<file path="src/hdl/alvt_pkg.sv">
// ----------------------------------------------------------------------------
// alvt_pkg
// Widths, command and status codes, stream packing and entry type of the
// agent local virtual time table.
// ----------------------------------------------------------------------------
package alvt_pkg;

   localparam int ENTRIES_DEF = 32;
   localparam int ID_BITS     = 16;
   localparam int TIME_BITS   = 32;
   localparam int CMD_BITS    = 2;
   localparam int STATUS_BITS = 3;

   // Commands
   localparam logic [CMD_BITS-1:0] CMD_READ_SET  = 2'd0;
   localparam logic [CMD_BITS-1:0] CMD_WRITE_SET = 2'd1;
   localparam logic [CMD_BITS-1:0] CMD_ROLLBACK  = 2'd2;
   localparam logic [CMD_BITS-1:0] CMD_QUERY     = 2'd3;

   // Result status
   localparam logic [STATUS_BITS-1:0] ST_STORED      = 3'd0;
   localparam logic [STATUS_BITS-1:0] ST_EQUAL       = 3'd1;
   localparam logic [STATUS_BITS-1:0] ST_SMALLER     = 3'd2;
   localparam logic [STATUS_BITS-1:0] ST_UNKNOWN     = 3'd3;
   localparam logic [STATUS_BITS-1:0] ST_NOT_SMALLER = 3'd4;
   localparam logic [STATUS_BITS-1:0] ST_UNDERFLOW   = 3'd5;
   localparam logic [STATUS_BITS-1:0] ST_FULL        = 3'd6;

   // Request tdata layout
   localparam int REQ_CMD_LSB   = 0;
   localparam int REQ_ID_LSB    = REQ_CMD_LSB + CMD_BITS;
   localparam int REQ_TIME_LSB  = REQ_ID_LSB + ID_BITS;
   localparam int REQ_USED_BITS = REQ_TIME_LSB + TIME_BITS;
   localparam int REQ_DATA_BITS = ((REQ_USED_BITS + 7) / 8) * 8;

   // Response tdata layout
   localparam int RSP_STATUS_LSB = 0;
   localparam int RSP_FOUND_LSB  = RSP_STATUS_LSB + STATUS_BITS;
   localparam int RSP_LVT_LSB    = RSP_FOUND_LSB + 1;
   localparam int RSP_MIN_LSB    = RSP_LVT_LSB + TIME_BITS;
   localparam int RSP_LAST_LSB   = RSP_MIN_LSB + TIME_BITS;
   localparam int RSP_USED_BITS  = RSP_LAST_LSB + ID_BITS;
   localparam int RSP_DATA_BITS  = ((RSP_USED_BITS + 7) / 8) * 8;
   localparam int RSP_PAD_BITS   = RSP_DATA_BITS - RSP_USED_BITS;

   typedef logic [TIME_BITS-1:0] lvt_type;
   typedef logic [ID_BITS-1:0]   agent_type;

   localparam lvt_type LVT_ALL_ONES = '1;

   // One table entry
   typedef struct packed {
      agent_type agent;
      lvt_type   lvt;
   } entry_type;

   // Address width of a table of n entries
   function automatic int idx_bits(input int n);
      return (n > 1) ? $clog2(n) : 1;
   endfunction

endpackage

</file>
<file path="src/hdl/alvt_store.sv">
// ----------------------------------------------------------------------------
// alvt_store
// Entry memory of the agent time table: one write port, one registered
// read port.
// ----------------------------------------------------------------------------
module alvt_store import alvt_pkg::*; #(
   parameter int ENTRIES = ENTRIES_DEF
) (
   input  logic                         clock,
   input  logic                         wr_en,
   input  logic [idx_bits(ENTRIES)-1:0] wr_addr,
   input  entry_type                    wr_data,
   input  logic                         rd_en,
   input  logic [idx_bits(ENTRIES)-1:0] rd_addr,
   output entry_type                    rd_data
);

   entry_type mem [ENTRIES];
   entry_type rd_data_ff;

   // Write and registered read
   always_ff @(posedge clock) begin
      if (wr_en) begin
         mem[wr_addr] <= wr_data;
      end
      if (rd_en) begin
         rd_data_ff <= mem[rd_addr];
      end
   end

   assign rd_data = rd_data_ff;

endmodule

</file>
<file path="src/hdl/agent_lvt_table_with_min_core.sv">
// ----------------------------------------------------------------------------
// agent_lvt_table_with_min_core
// Table of agent IDs with a local virtual time each, running minimum and
// last set agent.
// ----------------------------------------------------------------------------
// Usage:
//   req_* carries one command (read set, write set, rollback, query) for one
//   agent; rsp_* returns exactly one result per command with status, found
//   flag, the agent's time, the table minimum and the last set agent.
//   Both channels transfer on tvalid and tready high at a rising edge.
//   A command walks the N filled entries one a cycle through the registered
//   read port and drains it, then decides and writes back in one state and
//   forms the minimum and the result in the next; req_tready is high only
//   while no command is in progress, so a new command is taken only once
//   the last one has been loaded into the output register.
//   Entries fill from the lowest free slot and are never removed, so a fill
//   count marks the valid part; reset empties the table at once, clears the
//   last set agent and drops any pending result.
//   A finished result waits in the output register while the receiver
//   stalls; the next command is accepted meanwhile and its result is held
//   back until the register is free.
// ----------------------------------------------------------------------------
module agent_lvt_table_with_min_core import alvt_pkg::*; #(
   parameter int ENTRIES = ENTRIES_DEF
) (
   input  logic                     clock,
   input  logic                     reset,
   // Request channel
   input  logic                     req_tvalid,
   output logic                     req_tready,
   input  logic [REQ_DATA_BITS-1:0] req_tdata,   // cmd, agent_id, time_value, zero pad
   // Result channel
   output logic                     rsp_tvalid,
   input  logic                     rsp_tready,
   output logic [RSP_DATA_BITS-1:0] rsp_tdata    // status, found, agent_lvt, min_lvt,
                                                 // last_agent, zero pad
);

   localparam int IDX_BITS = idx_bits(ENTRIES);
   localparam int CNT_BITS = $clog2(ENTRIES + 1);
   localparam logic [CNT_BITS-1:0] CNT_FULL = CNT_BITS'(ENTRIES);

   localparam logic [1:0] S_IDLE = 2'd0;
   localparam logic [1:0] S_SCAN = 2'd1;
   localparam logic [1:0] S_EXEC = 2'd2;
   localparam logic [1:0] S_FIN  = 2'd3;

   logic [1:0]               state_ff, state_in;
   logic [CMD_BITS-1:0]      cmd_ff, cmd_in;
   agent_type                id_ff, id_in;
   lvt_type                  tv_ff, tv_in;
   logic [CNT_BITS-1:0]      count_ff, count_in;
   agent_type                last_agent_ff, last_agent_in;
   logic [CNT_BITS-1:0]      rd_idx_ff, rd_idx_in;
   logic                     data_ok_ff, data_ok_in;
   logic [IDX_BITS-1:0]      cmp_idx_ff, cmp_idx_in;
   logic                     found_ff, found_in;
   logic [IDX_BITS-1:0]      slot_ff, slot_in;
   lvt_type                  slot_lvt_ff, slot_lvt_in;
   lvt_type                  min_oth_ff, min_oth_in;
   logic [STATUS_BITS-1:0]   status_ff, status_in;
   logic                     present_ff, present_in;
   lvt_type                  lvt_after_ff, lvt_after_in;
   logic                     rsp_valid_ff, rsp_valid_in;
   logic [RSP_DATA_BITS-1:0] rsp_data_ff, rsp_data_in;

   logic                wr_en;
   logic [IDX_BITS-1:0] wr_addr;
   entry_type           wr_data;
   logic                rd_en;
   entry_type           rd_data;
   lvt_type             new_lvt;
   lvt_type             out_lvt;
   lvt_type             out_min;

   alvt_store #(
      .ENTRIES (ENTRIES)
   ) u_store (
      .clock   (clock),
      .wr_en   (wr_en),
      .wr_addr (wr_addr),
      .wr_data (wr_data),
      .rd_en   (rd_en),
      .rd_addr (rd_idx_ff[IDX_BITS-1:0]),
      .rd_data (rd_data)
   );

   assign req_tready = (state_ff == S_IDLE);
   assign rsp_tvalid = rsp_valid_ff;
   assign rsp_tdata  = rsp_data_ff;

   // New time of a set or rollback: read set takes the time as given
   assign new_lvt = (cmd_ff == CMD_READ_SET) ? tv_ff : (tv_ff - lvt_type'(1));
   assign wr_data = '{agent: id_ff, lvt: new_lvt};

   // Result values from the decided entry and the minimum over the others
   assign out_lvt = present_ff ? lvt_after_ff : LVT_ALL_ONES;
   assign out_min = (present_ff && (lvt_after_ff < min_oth_ff)) ? lvt_after_ff : min_oth_ff;

   // Sequencer
   always_comb begin
      state_in      = state_ff;
      cmd_in        = cmd_ff;
      id_in         = id_ff;
      tv_in         = tv_ff;
      count_in      = count_ff;
      last_agent_in = last_agent_ff;
      rd_idx_in     = rd_idx_ff;
      data_ok_in    = 1'b0;
      cmp_idx_in    = cmp_idx_ff;
      found_in      = found_ff;
      slot_in       = slot_ff;
      slot_lvt_in   = slot_lvt_ff;
      min_oth_in    = min_oth_ff;
      status_in     = status_ff;
      present_in    = present_ff;
      lvt_after_in  = lvt_after_ff;
      rsp_valid_in  = rsp_valid_ff && !rsp_tready;
      rsp_data_in   = rsp_data_ff;
      wr_en         = 1'b0;
      wr_addr       = slot_ff;
      rd_en         = 1'b0;

      unique case (state_ff)
         S_IDLE: begin
            // Take a command and start the walk from entry zero
            if (req_tvalid) begin
               cmd_in     = req_tdata[REQ_CMD_LSB +: CMD_BITS];
               id_in      = req_tdata[REQ_ID_LSB +: ID_BITS];
               tv_in      = req_tdata[REQ_TIME_LSB +: TIME_BITS];
               rd_idx_in  = '0;
               found_in   = 1'b0;
               min_oth_in = LVT_ALL_ONES;
               state_in   = S_SCAN;
            end
         end
         S_SCAN: begin
            // Issue the next read while the filled part lasts
            rd_en = (rd_idx_ff < count_ff);
            if (rd_en) begin
               rd_idx_in  = rd_idx_ff + CNT_BITS'(1);
               cmp_idx_in = rd_idx_ff[IDX_BITS-1:0];
            end
            data_ok_in = rd_en;
            // Match the agent, fold every other entry into the minimum
            if (data_ok_ff) begin
               if (!found_ff && (rd_data.agent == id_ff)) begin
                  found_in    = 1'b1;
                  slot_in     = cmp_idx_ff;
                  slot_lvt_in = rd_data.lvt;
               end else if (rd_data.lvt < min_oth_ff) begin
                  min_oth_in = rd_data.lvt;
               end
            end
            if (!rd_en && !data_ok_ff) begin
               state_in = S_EXEC;
            end
         end
         S_EXEC: begin
            present_in   = found_ff;
            lvt_after_in = slot_lvt_ff;
            unique case (cmd_ff) inside
               CMD_READ_SET, CMD_WRITE_SET: begin
                  if ((cmd_ff == CMD_WRITE_SET) && (tv_ff == '0)) begin
                     status_in = ST_UNDERFLOW;
                  end else begin
                     last_agent_in = id_ff;
                     if (!found_ff) begin
                        if (count_ff == CNT_FULL) begin
                           status_in = ST_FULL;
                        end else begin
                           // Insert in the lowest free entry
                           wr_en        = 1'b1;
                           wr_addr      = count_ff[IDX_BITS-1:0];
                           count_in     = count_ff + CNT_BITS'(1);
                           present_in   = 1'b1;
                           lvt_after_in = new_lvt;
                           status_in    = ST_STORED;
                        end
                     end else if (new_lvt == slot_lvt_ff) begin
                        status_in = ST_EQUAL;
                     end else if (new_lvt < slot_lvt_ff) begin
                        status_in = ST_SMALLER;
                     end else begin
                        wr_en        = 1'b1;
                        lvt_after_in = new_lvt;
                        status_in    = ST_STORED;
                     end
                  end
               end
               CMD_ROLLBACK: begin
                  if (!found_ff) begin
                     status_in = ST_UNKNOWN;
                  end else if (tv_ff == '0) begin
                     status_in = ST_UNDERFLOW;
                  end else begin
                     wr_en        = 1'b1;
                     lvt_after_in = new_lvt;
                     status_in    = (new_lvt > slot_lvt_ff) ? ST_NOT_SMALLER : ST_STORED;
                  end
               end
               CMD_QUERY: begin
                  status_in = found_ff ? ST_STORED : ST_UNKNOWN;
               end
            endcase
            state_in = S_FIN;
         end
         S_FIN: begin
            // Load the result once the output register is free
            if (!rsp_valid_ff || rsp_tready) begin
               rsp_valid_in = 1'b1;
               rsp_data_in  = {{RSP_PAD_BITS{1'b0}}, last_agent_ff, out_min, out_lvt,
                               found_ff, status_ff};
               state_in     = S_IDLE;
            end
         end
         default: begin
            state_in = S_IDLE;
         end
      endcase
   end

   // Control state
   always_ff @(posedge clock) begin
      if (reset) begin
         state_ff      <= S_IDLE;
         count_ff      <= '0;
         last_agent_ff <= '0;
         data_ok_ff    <= 1'b0;
         rsp_valid_ff  <= 1'b0;
      end else begin
         state_ff      <= state_in;
         count_ff      <= count_in;
         last_agent_ff <= last_agent_in;
         data_ok_ff    <= data_ok_in;
         rsp_valid_ff  <= rsp_valid_in;
      end
   end

   // Payload and working registers
   always_ff @(posedge clock) begin
      cmd_ff       <= cmd_in;
      id_ff        <= id_in;
      tv_ff        <= tv_in;
      rd_idx_ff    <= rd_idx_in;
      cmp_idx_ff   <= cmp_idx_in;
      found_ff     <= found_in;
      slot_ff      <= slot_in;
      slot_lvt_ff  <= slot_lvt_in;
      min_oth_ff   <= min_oth_in;
      status_ff    <= status_in;
      present_ff   <= present_in;
      lvt_after_ff <= lvt_after_in;
      rsp_data_ff  <= rsp_data_in;
   end

endmodule

</file>
<file path="config.mk">
export PLATFORM = sky130hd
export DESIGN_NAME = agent_lvt_table_with_min_core
export DESIGN_NICKNAME = d
export VERILOG_FILES = /design/src/hdl/alvt_pkg.sv /design/src/hdl/alvt_store.sv /design/src/hdl/agent_lvt_table_with_min_core.sv
export SDC_FILE = /design/constraint.sdc
export NUM_CORES = 2
export LEC_CHECK = 0
export BUFFER_PORTS_ARGS = -buffer_cell sky130_fd_sc_hd__buf_2
export CAP_MARGIN = 15
export CORE_MARGIN = 1.5
export CORE_UTILIZATION = 56
export DETAILED_ROUTE_END_ITERATION = 8
export GPL_ROUTABILITY_DRIVEN = 1
export PLACE_DENSITY = 0.75
export SYNTH_ARGS = -nofsm -noshare
export SYNTH_HDL_FRONTEND = slang
export SYNTH_SLANG_ARGS = --single-unit
</file>
<file path="constraint.sdc">
create_clock -name clock -period 10.4 [get_ports clock]
set_input_delay 1.04 -clock clock [delete_from_list [all_inputs] [get_ports clock]]
set_output_delay 1.04 -clock clock [all_outputs]
set_load 0.005 [all_outputs]
</file>
==> flow_summary.yaml <==
outcome:
  status: "finished clean"
timing:
  min_period_over_period_pct: 68.1
  fmax_ghz: 0.141
  finalHoldViolCount: 0
  period_needed_ns: 7.09
  drv_slew: 0
  whs_ns: 0.412
  rsz0062_at_grt: "false"
  clock_skew_ns: 0.0310
  fin_tns_setup_ns: 0
  setup_ws_ns: 3.31
  tightest_slew_ns: 1.27
  relSlewSlack_pct: 15.5
  setup_viol: 0
finish:
  finalInstanceArea_mm2: 0.0827
  syn2layout_area_growth_pct: 13.0
  final_nets: 3806
  seq_area_mm2: 0.0556
  utilization_pct: 63.8
  fillers: 8308
  layout_commonest_cell: "edfxtp_1"
  final_cell_mix: "edfxtp_1 (1835), mux4_2 (480), clkbuf_16 (179)"
  multi_input_area_mm2: 0.0171
  fin_cells: 5527
  drive_gt1_share_pct: 31.4
worst_hold_path:
  min_from: "cmp_idx_ff[0]$_DFFE_PP_"
  hold_class: "reg -> reg"
power:
  p_total_mw: 21.2
  peakVddDrop_mv: 0.320
  power.density_mw_per_mm2: 257
  power.static_leakage_nw: 26.6
route:
  postRouteWirelength_mm: 170
  ant_nets: 0
  drcViolationCount: 0
  drt_pass1_iterations: 5
  drtIter0Drc: 4788
  viasPerCell: 6.43
  routedWlPerCell_um: 30.7
  top_layer: "met4"
  met1_length_mm: 65.3
  dr_wl_met3_mm: 19.7
  dr_total_vias: 35500
  wl_met2_mm: 81.0
place:
  dp.cells: 5198
  hpwl_mm: 92.8
  place_area_mm2: 0.0770
  place_congestion: 0.843
  portBuffers: 139
  dp_slack_ns: 3.10
critical_path:
  timing_worst_setup_path_type: "reg -> reg"
  rrSetupSlack_ns: 3.31
  cp.required_ns: 10.79
  startpoint_type: "register"
  crit_path_end_kind: "register"
  timing.rr.start: "tv_ff[0]$_DFFE_PP_"
  crit_path_start: "tv_ff[0]$_DFFE_PP_"
  path_max_fanout: 48
  critical_path_arrival_ns: 7.47
clock_tree:
  cts_buffers: 178
  cts_buffer_depth: 3
  cts_setup_buffers: 0
  clk_latency_ns: 0.81
  clk_pin_slew_worst_paths_ns: 0.07
  root_buffer: "clkbuf_16"
  tritoncts: "yes"
  clock-sinks: 1861
  cts_resized: 0
  cts_hold_buf: 0
  htree_levels: 4
synth:
  syn-cell-area_mm2: 0.0732
  synth_cell_types: 63
  ys_seq_area_share_pct: 76.0
  async_flop_share_pct: 0
  synth_edf_count: 1835
  synth_flop_cell: "edfxtp_1"
  synth-seq-cells: 1861
  postSynthCellCount: 3322
  ys_warn_count: 0
  synth.avg_cell_area_um2: 22.0
die:
  rows: 132
  ios: 150
  die_area_mm2: 0.133
  die_y_um: 364
  die_x_um: 364
  initial_core_util_pct: 56.4
  core_area_mm2: 0.130
grt:
  grt_pass1_wl_mm: 246
  grt_max_degree: 170
  antenna_found_initial: 6
  grt_pass1_vias: 35700
  grt_overflow_total: 0
  grt.total_usage_pct: 26.1
job:
  drv_cap: 0
==> cell type report <==
type                    instances  area share, %
multi-input cells            1235           20.7
clock buffers                 235           5.77
diodes                          1        0.00303
well taps                    1742           2.64
repair buffers                281           2.19
inverters                      81          0.368
flip-flops and latches       1861           67.3
clock inverters                91           1.06
==> Yosys cell counts, drive strengths merged (7+ instances only) <==
| master | count | area share [%] |
|---|---|---|
| mux4 | 480 | 15 |
| dfxtp | 26 | 0.71 |
| buf | 43 | 0.28 |
| xor2 | 31 | 0.37 |
| a21oi | 50 | 0.35 |
| nor3 | 35 | 0.24 |
| nand2b | 71 | 0.61 |
| xnor2 | 23 | 0.28 |
| nand3 | 14 | 0.096 |
| edfxtp | 1835 | 75 |
| a21o | 29 | 0.30 |
| nand2 | 66 | 0.34 |
| nand4 | 23 | 0.20 |
| ha | 108 | 1.8 |
| nor4 | 30 | 0.27 |
| inv | 81 | 0.42 |
| nor2b | 11 | 0.094 |
| nor2 | 51 | 0.26 |
| a211oi | 7 | 0.089 |
| o21ai | 19 | 0.13 |
| mux2 | 111 | 1.7 |
| clkbuf | 105 | 0.54 |
==> critical path, cell delays in order, from the launching register on <==
cell	delay, ns
edfxtp_1	0.56
inv_1	0.18
ha_1	0.15
o21ai_0	0.21
or3_1	0.47
nor4_2	0.20
buf_4	0.21
nand2_1	0.21
nor4_1	0.49
xor2_2	0.15
buf_4	0.37
ha_1	0.33
nand4_1	0.17
nor3_1	0.07
a221oi_1	0.28
o21ai_0	0.23
a21o_1	0.27
a211oi_4	0.81
buf_4	0.61
nor4_2	0.11
buf_4	0.48
==> routing by layer <==
layer,GRT usage (%),up-vias
met5,0,-
met4,6.94,0
met3,6.09,270
met2,40.8,2195
met1,37.6,18600
li1,-,14500
==> power by group <==
group          switching, mW  internal [mW]  total, mW
sequential             0.272           9.14       9.41
combinational           2.98           2.57       5.55
clock                   2.77           3.52       6.29
==> worst paths after layout <==
path         depth (start not counted)                             to
min reg2reg                          0           slot_ff[0]$_DFFE_PP_
max reg2reg                         20  u_store.mem[23][47]$_DFFE_PP_
min                                  0           slot_ff[0]$_DFFE_PP_
max                                 20  u_store.mem[23][47]$_DFFE_PP_
==> flip-flops by register name, summed over array words and instances (netlist names) <==
register	flops
state_ff	2
rsp_tdata	84
last_agent_ff	16
cmp_idx_ff	5
u_store.mem	1536
rsp_tvalid	1
tv_ff	32
cmd_ff	2
u_store.rd_data	48
data_ok_ff	1
id_ff	16
lvt_after_ff	32
found_ff	1
present_ff	1
count_ff	6
slot_ff	5
min_oth_ff	32
slot_lvt_ff	32
rd_idx_ff	6
status_ff	3
==> cell families (layout without fill, tap and decap cells) <==
kind of cell / Yosys count / count (layout) / share of synthesized area, %
adder cells (fa/ha/maj): 108 / 108 / 1.85
multiplexers: 594 / 594 / 16.5
AND/OR/NAND/NOR: 335 / 335 / 2.45
buffers and inverters: 229 / 688 / 1.24
other: 1 / 5 / 0.00513
flip-flops: 1861 / 1861 / 76.0
AO/OA/AOI/OAI: 140 / 140 / 1.26
XOR/XNOR: 54 / 54 / 0.646
No activity file was read; power rests on OpenSTA's default activity.
